## config.mk

```make
export PLATFORM = sky130hd
export DESIGN_NAME = owoi_ctrl
export DESIGN_NICKNAME = d
export VERILOG_FILES = /design/src/owoi_pkg.sv /design/src/owoi_ctrl.sv
export SDC_FILE = /design/constraint.sdc
export NUM_CORES = 1
export LEC_CHECK = 0
export BUFFER_PORTS_ARGS = -buffer_cell sky130_fd_sc_hd__buf_4
export CORE_UTILIZATION = 45
export CTS_CLUSTER_DIAMETER = 50
export DETAILED_ROUTE_END_ITERATION = 8
export GPL_TIMING_DRIVEN = 0
export PLACE_DENSITY_LB_ADDON = 0.08
export SLEW_MARGIN = 5
export SYNTH_ARGS = -nofsm -noshare
export SYNTH_HDL_FRONTEND = slang
export SYNTH_SLANG_ARGS = --single-unit
```

## constraint.sdc

```tcl
create_clock -name clk -period 3 [get_ports clk]
set_input_delay 0.3 -clock clk [delete_from_list [all_inputs] [get_ports clk]]
set_output_delay 0.3 -clock clk [all_outputs]
set_load 0.05 [all_outputs]
```

## src/owoi_pkg.sv

```systemverilog
// Shared types, widths and constants of the omni-wheel odometry integrator.
`timescale 1ns / 1ps
`default_nettype none

package owoi_pkg;

  // Field and register widths.
  localparam int COEF_W    = 18;
  localparam int NUM_COEF  = 6;
  localparam int CFG_IDX_W = 3;
  localparam int SPEED_W   = 16;
  localparam int TIME_W    = 20;
  localparam int ANGLE_W   = 16;
  localparam int RATE_W    = 16;
  localparam int POS_W     = 32;
  localparam int POS_SUM_W = POS_W + 1;
  localparam int VEL_W     = 24;
  localparam int VEL_SHIFT = 8;

  // Sine and cosine: Q1.15, quarter-wave lookup on a binary angle.
  localparam int TRIG_W       = 16;
  localparam int TRIG_MAG_MAX = 32767;
  localparam int FRAC_W       = 14;
  localparam int QUARTER_TURN = 16384;

  // Constants of the Taylor series that builds the quarter-wave table.
  localparam logic [63:0] HALF_PI_Q30 = 64'd1686629713;
  localparam int SERIES_Q    = 30;
  localparam int ROUND_SHIFT = 15;

  // Shared multiplier and accumulator.
  localparam int MUL_A_W = 25;
  localparam int MUL_B_W = 21;
  localparam int PROD_W  = MUL_A_W + MUL_B_W;
  localparam int ACC_W   = 61;
  localparam int ROT_W   = 41;
  localparam int SPLIT_W = ROT_W - MUL_A_W;

  // Displacement scaling: divide by 2^15 and then by one million.
  localparam int DISP_SHIFT   = 15;
  localparam int DISP_DIVISOR = 1000000;
  localparam int DIV_NUM_W    = ACC_W - DISP_SHIFT;
  localparam int DIV_MAG_W    = DIV_NUM_W - 1;
  localparam int DIV_Q_W      = 26;
  // The remainder before the correction step stays below twice the divisor.
  localparam int DIV_REM_W    = 21;
  localparam int DIV_CNT_W    = 3;
  localparam int DIV_STEPS    = 6;

  // Reciprocal of the divisor scaled by 2^46; the quotient estimate is low by at most one.
  localparam int RECIP_SHIFT = 46;
  localparam int RECIP_W     = 27;
  localparam logic [RECIP_W-1:0] RECIP =
    RECIP_W'((64'd1 << RECIP_SHIFT) / 64'(DISP_DIVISOR));
  localparam int DIV_SPLIT   = RECIP_SHIFT / 2;
  localparam int DIV_PROD_W  = DIV_SPLIT + RECIP_W;

  // Reset values of the coefficient registers.
  localparam logic signed [COEF_W-1:0] COEF_RESET [NUM_COEF] = '{
    18'sd0, -18'sd1135, 18'sd1135, 18'sd1311, -18'sd655, -18'sd655
  };

  // Configuration register indexes.
  typedef enum logic [CFG_IDX_W-1:0] {
    REG_CX1 = 3'd0,
    REG_CX2 = 3'd1,
    REG_CX3 = 3'd2,
    REG_CY1 = 3'd3,
    REG_CY2 = 3'd4,
    REG_CY3 = 3'd5
  } reg_index_t;

  // Operand pair fed to the shared multiplier.
  typedef enum logic [3:0] {
    MS_NONE,
    MS_C0W1,
    MS_C1W2,
    MS_C2W3,
    MS_C3W1,
    MS_C4W2,
    MS_C5W3,
    MS_VXC,
    MS_VYS,
    MS_VXS,
    MS_VYC,
    MS_PXH,
    MS_PXL,
    MS_PYH,
    MS_PYL
  } mul_sel_t;

  // What is done with the product registered in the previous cycle.
  typedef enum logic [3:0] {
    AO_NONE,
    AO_LOAD,
    AO_ADD,
    AO_FIN_VX,
    AO_FIN_VY,
    AO_FIN_PX,
    AO_FIN_PY,
    AO_LOAD_HI,
    AO_FIN_NX,
    AO_FIN_NY
  } acc_op_t;

  // Commands from the controller to the datapath.
  typedef struct packed {
    logic     capture;
    mul_sel_t mul_sel;
    acc_op_t  acc_op;
    logic     div_start;
    logic     writeback;
  } ctrl_cmd_t;

  // Status from the datapath to the controller.
  typedef struct packed {
    logic div_busy;
  } dpath_status_t;

  // Saturate an accumulator value to the velocity range.
  function automatic logic signed [VEL_W-1:0] sat_vel(input logic signed [ACC_W-1:0] v);
    logic [ACC_W-VEL_W:0] top;
    top = v[ACC_W-1:VEL_W-1];
    if ((&top) || !(|top)) begin
      return v[VEL_W-1:0];
    end else if (v[ACC_W-1]) begin
      return {1'b1, {(VEL_W-1){1'b0}}};
    end else begin
      return {1'b0, {(VEL_W-1){1'b1}}};
    end
  endfunction

  // Saturate a position sum to the 32-bit signed range.
  function automatic logic signed [POS_W-1:0] sat_pos(input logic signed [POS_SUM_W-1:0] v);
    if (v[POS_SUM_W-1] == v[POS_W-1]) begin
      return v[POS_W-1:0];
    end else if (v[POS_SUM_W-1]) begin
      return {1'b1, {(POS_W-1){1'b0}}};
    end else begin
      return {1'b0, {(POS_W-1){1'b1}}};
    end
  endfunction

endpackage

`default_nettype wire

```

## src/owoi_ctrl.sv

```systemverilog
// Controller: sequences the multiplier steps, the division and the result writeback.
`timescale 1ns / 1ps
`default_nettype none

module owoi_ctrl
  import owoi_pkg::*;
(
  input  wire           clk,
  input  wire           rst,
  input  wire           in_valid,
  output logic          in_stall,
  output logic          out_valid,
  input  wire           out_stall,
  output ctrl_cmd_t     cmd,
  input  dpath_status_t status
);

  typedef enum logic [1:0] {
    S_IDLE,
    S_CALC,
    S_DIV,
    S_WAIT
  } state_t;

  localparam logic [3:0] LAST_STEP = 4'd14;

  state_t     state;
  logic [3:0] step;
  logic       slot_free;

  assign slot_free = !out_valid || !out_stall;
  assign in_stall  = (state != S_IDLE);

  // State, step counter and the result valid flag.
  always_ff @(posedge clk) begin
    if (rst) begin
      state     <= S_IDLE;
      step      <= '0;
      out_valid <= 1'b0;
    end else begin
      if (cmd.writeback) begin
        out_valid <= 1'b1;
      end else if (!out_stall) begin
        out_valid <= 1'b0;
      end
      case (state)
        S_IDLE: begin
          if (in_valid) begin
            state <= S_CALC;
            step  <= '0;
          end
        end
        S_CALC: begin
          if (step == LAST_STEP) begin
            state <= S_DIV;
          end else begin
            step <= 4'(step + 1'b1);
          end
        end
        S_DIV: begin
          state <= S_WAIT;
        end
        S_WAIT: begin
          if (!status.div_busy && slot_free) begin
            state <= S_IDLE;
          end
        end
        default: begin
          state <= S_IDLE;
        end
      endcase
    end
  end

  // Command decode. Each step but the last issues one product; each step but the first consumes the one before.
  always_comb begin
    cmd.capture   = (state == S_IDLE) && in_valid;
    cmd.div_start = (state == S_DIV);
    cmd.writeback = (state == S_WAIT) && !status.div_busy && slot_free;
    cmd.mul_sel   = MS_NONE;
    cmd.acc_op    = AO_NONE;
    if (state == S_CALC) begin
      case (step)
        4'd0:  begin cmd.mul_sel = MS_C0W1; cmd.acc_op = AO_NONE;    end
        4'd1:  begin cmd.mul_sel = MS_C1W2; cmd.acc_op = AO_LOAD;    end
        4'd2:  begin cmd.mul_sel = MS_C2W3; cmd.acc_op = AO_ADD;     end
        4'd3:  begin cmd.mul_sel = MS_C3W1; cmd.acc_op = AO_FIN_VX;  end
        4'd4:  begin cmd.mul_sel = MS_C4W2; cmd.acc_op = AO_LOAD;    end
        4'd5:  begin cmd.mul_sel = MS_C5W3; cmd.acc_op = AO_ADD;     end
        4'd6:  begin cmd.mul_sel = MS_VXC;  cmd.acc_op = AO_FIN_VY;  end
        4'd7:  begin cmd.mul_sel = MS_VYS;  cmd.acc_op = AO_LOAD;    end
        4'd8:  begin cmd.mul_sel = MS_VXS;  cmd.acc_op = AO_FIN_PX;  end
        4'd9:  begin cmd.mul_sel = MS_VYC;  cmd.acc_op = AO_LOAD;    end
        4'd10: begin cmd.mul_sel = MS_PXH;  cmd.acc_op = AO_FIN_PY;  end
        4'd11: begin cmd.mul_sel = MS_PXL;  cmd.acc_op = AO_LOAD_HI; end
        4'd12: begin cmd.mul_sel = MS_PYH;  cmd.acc_op = AO_FIN_NX;  end
        4'd13: begin cmd.mul_sel = MS_PYL;  cmd.acc_op = AO_LOAD_HI; end
        4'd14: begin cmd.mul_sel = MS_NONE; cmd.acc_op = AO_FIN_NY;  end
        default: begin cmd.mul_sel = MS_NONE; cmd.acc_op = AO_NONE;  end
      endcase
    end
  end

  // A writeback always presents a result in the next cycle.
  a_wb_shows: assert property (@(posedge clk) disable iff (rst)
    cmd.writeback |=> out_valid)
    else $error("writeback did not raise the result valid");

  // An accepted item blocks further input and cannot be written back at once.
  a_accept_holds: assert property (@(posedge clk) disable iff (rst)
    (in_valid && !in_stall) |=> (in_stall && !cmd.writeback))
    else $error("input not held off after an accepted item");

  // The divider is never restarted while it is working.
  a_div_idle: assert property (@(posedge clk) disable iff (rst)
    cmd.div_start |-> !status.div_busy)
    else $error("divider started while busy");

  // A start always makes the divider busy in the next cycle.
  a_div_runs: assert property (@(posedge clk) disable iff (rst)
    cmd.div_start |=> status.div_busy)
    else $error("divider did not start");

endmodule

`default_nettype wire

```

==> results_dict.tcl <==
set metrics [dict create \
    vias_per_cell 5.02 \
    synth-seq-cells 15 \
    cp_slowest_cell "dfxtp_1" \
    n_antenna_cell 0 \
    synth_area_um2 968 \
    antenna_found_initial 0 \
    fin_ws_ps 293 \
    pwr-share-seq 0.299 \
    slew-limit-headroom 0.630 \
    end_kind "flip-flop" \
    firstDrtPassIters 5 \
    ir_drop_v 0.000412 \
    cts_root_buf "clkbuf_4" \
    drv_slew 0 \
    die_area_um2 2340 \
    power.switching_uw 426 \
    path_cells "inv_1 > ha_1 > mux2_4 > and2_1 > o32ai_2 > inv_1 > ha_1 > mux2_2 > mux2i_1" \
    fin_nets 141 \
    power_density_nw_per_um2 757 \
    worstPathMaxFanout 7 \
    drv_cap 0 \
    synth_ff_type "dfxtp_1" \
    ant_nets 0 \
    grt_usage 0.160 \
    post_cts_buffers 0 \
    ys_warn_count 0 \
    htreeDepth 1 \
    yosysTopAreaCell "dfxtp_1" \
    clock_latency_ps 300 \
    worstSetupPathType "flip-flop to flip-flop" \
    fin_setup_tns_ps 0 \
    worstSetupStartpointType "flip-flop" \
    comb_power_share 0.560 \
    clk_path_buf_depth 2 \
    finalSetupViolations 0 \
    boundaryPins 18 \
    synthCells 100 \
    grt_pass1_wl_um 2880 \
    syn-num-nets 119 \
    clock_power_share 0.141 \
    std_cell_rows 16 \
    cts.sinks 15 \
    arrival_ps 2920 \
    overflow 0 \
    yosysSeqAreaShare 0.310 \
    drive_gt1_frac 0.256 \
    synth-async-reset-ratio 0 \
    core_area_um2 2000 \
    grt_max_degree 11 \
    portBuffers 17 \
    syn_to_final_growth_pct 20.3 \
    ys_types 32 \
    first_global_vias 670 \
    hold_path_class "primary input to flip-flop" \
    cts_tree "built" \
    max_stage_delay_ps 390 \
    dpl.hpwl_um 1290 \
    timing.final.crit_share 0.902 \
    drc 0 \
    place_ws_ps 76.4 \
    dr_total_vias 743 \
    fin_skew_ps 1.12 \
    numCtsBuffers 3 \
    layout_min_cycle_time_ps 2710 \
    die_w_um 48.4 \
    rsz0062_at_grt "no" \
    start_util 0.484 \
    syn_area_per_cell_um2 9.68 \
    worstPathRequired_ps 3220 \
    drt-total-wl_um 1760 \
    timing.fmax_mhz 369 \
    worst_pin_slew_ps 555 \
    power_uw 882 \
    outcome "completed" \
    wl_per_cell_um 11.9 \
    place.gp.congestion 0.873 \
    yosys.area.top_type_share 0.310 \
    hold_violations 0 \
    power.leakage_nw 0.510 \
    die_y_um 48.4 \
    drt_iter0_markers 11 \
    clk_pin_slew_ps 100 \
    synth_edf_count 0 \
    switching_share 0.483 \
    synthTopCellsByArea "dfxtp_1 (31%), ha_1 (18%), and2_1 (7.1%), mux2i_1 (6.2%), inv_1 (3.1%)" \
    cellInternalPower_uw 456 \
]
-- worst max-delay path: cells and delay by family, from the launching register on --
kind,cells,cell delay (ps)
buffers and inverters,2,290
AO/OA/AOI/OAI,1,290
multiplexers,3,810
adder cells (fa/ha/maj),2,620
flip-flops,1,390
AND/OR/NAND/NOR,1,210
-- metrics by stage --
| step | area [um2] | util | instances | hold slack, ps |
|---|---|---|---|---|
| global route | 1160 | 0.582 | 148 | 281 |
| finish | 1160 | 0.582 | 148 | 248 |
| floorplan | 968 | - | 100 | 445 |
| global placement | 1130 | 0.564 | 144 | 492 |
| CTS | 1160 | 0.578 | 148 | 242 |
| detailed placement | 1130 | 0.564 | 144 | 509 |
-- synthesized netlist by cell type (2+ instances only) --
| library cell | count |
|---|---|
| ha_1 | 14 |
| mux2i_1 | 6 |
| mux2_4 | 2 |
| clkbuf_1 | 2 |
| inv_1 | 8 |
| a31oi_1 | 2 |
| a21oi_1 | 3 |
| o31ai_1 | 2 |
| o21ai_1 | 2 |
| nand4_1 | 2 |
| nand2b_1 | 3 |
| dfxtp_1 | 15 |
| and2_1 | 11 |
| nand3_1 | 3 |
| nand2_1 | 2 |
| o32ai_1 | 2 |
| nor2_1 | 6 |
-- cell usage in the layout, fill, tap and decap left out, types with 3 or more instances in the layout --
cell type	count
buf_4	18
nor2_1	6
a21oi_1	3
inv_1	8
clkbuf_4	3
mux2i_1	6
dfxtp_1	15
nand3_1	3
ha_1	14
nand2b_1	3
and2_1	11
-- final timing paths --
kind / from / slack, ps / depth (start not counted) / to
setup / recovery: state[1] / 290 / 9 / flip-flop
hold / removal: out_stall / 250 / 3 / out_valid
setup reg to reg: state[1] / 290 / 9 / flip-flop
hold reg to reg: out_valid / 540 / 2 / out_valid
-- layer usage --
layer / share of wire / vias to the layer above / track usage / wire, um
met2: 0.43 / 13 / 0.237 / 751
met4: 0.023 / 0 / 0.0735 / 40
li1: - / 388 / - / -
met1: 0.52 / 337 / 0.218 / 918
met5: 0 / - / 0 / 0
met3: 0.029 / 5 / 0.0377 / 51
-- layout make-up --
class | count | area, um2
multi-input combinational | 74 | 631
clock inverter | 1 | 5.00
clock buffer | 3 | 22.5
buffer | 3 | 15.0
sequential | 15 | 300
tap | 27 | 33.8
fill | 198 | 837
inverter | 8 | 30.0
timing repair buffer | 17 | 128
-- cell families (layout without fill, tap and decap cells) --
group	count (synthesis)	count (layout)	synth area share
muxes	10	10	0.116
AOI/OAI and AO/OA	18	18	0.160
and+or+nand+nor	32	32	0.186
DFF	15	15	0.310
buffers and inverters	11	32	0.0465
adders and majority gates	14	14	0.181
-- timing repair --
item / in CTS / in global routing
gates resized for setup: 0 / 1
hold buffers: 0 / 0
setup endpoints to repair: 0 / 2
-- power by group through the flow --
stage / logic, mW / registers [mW] / clock network, mW
floorplan: 0.378 / 0.264 / 0
global placement: 0.479 / 0.266 / 0
detailed placement: 0.489 / 0.270 / 0
CTS: 0.492 / 0.264 / 0.124
global route: 0.541 / 0.270 / 0.135
finish: 0.493 / 0.264 / 0.124
Power figures use the tool's default switching activity.
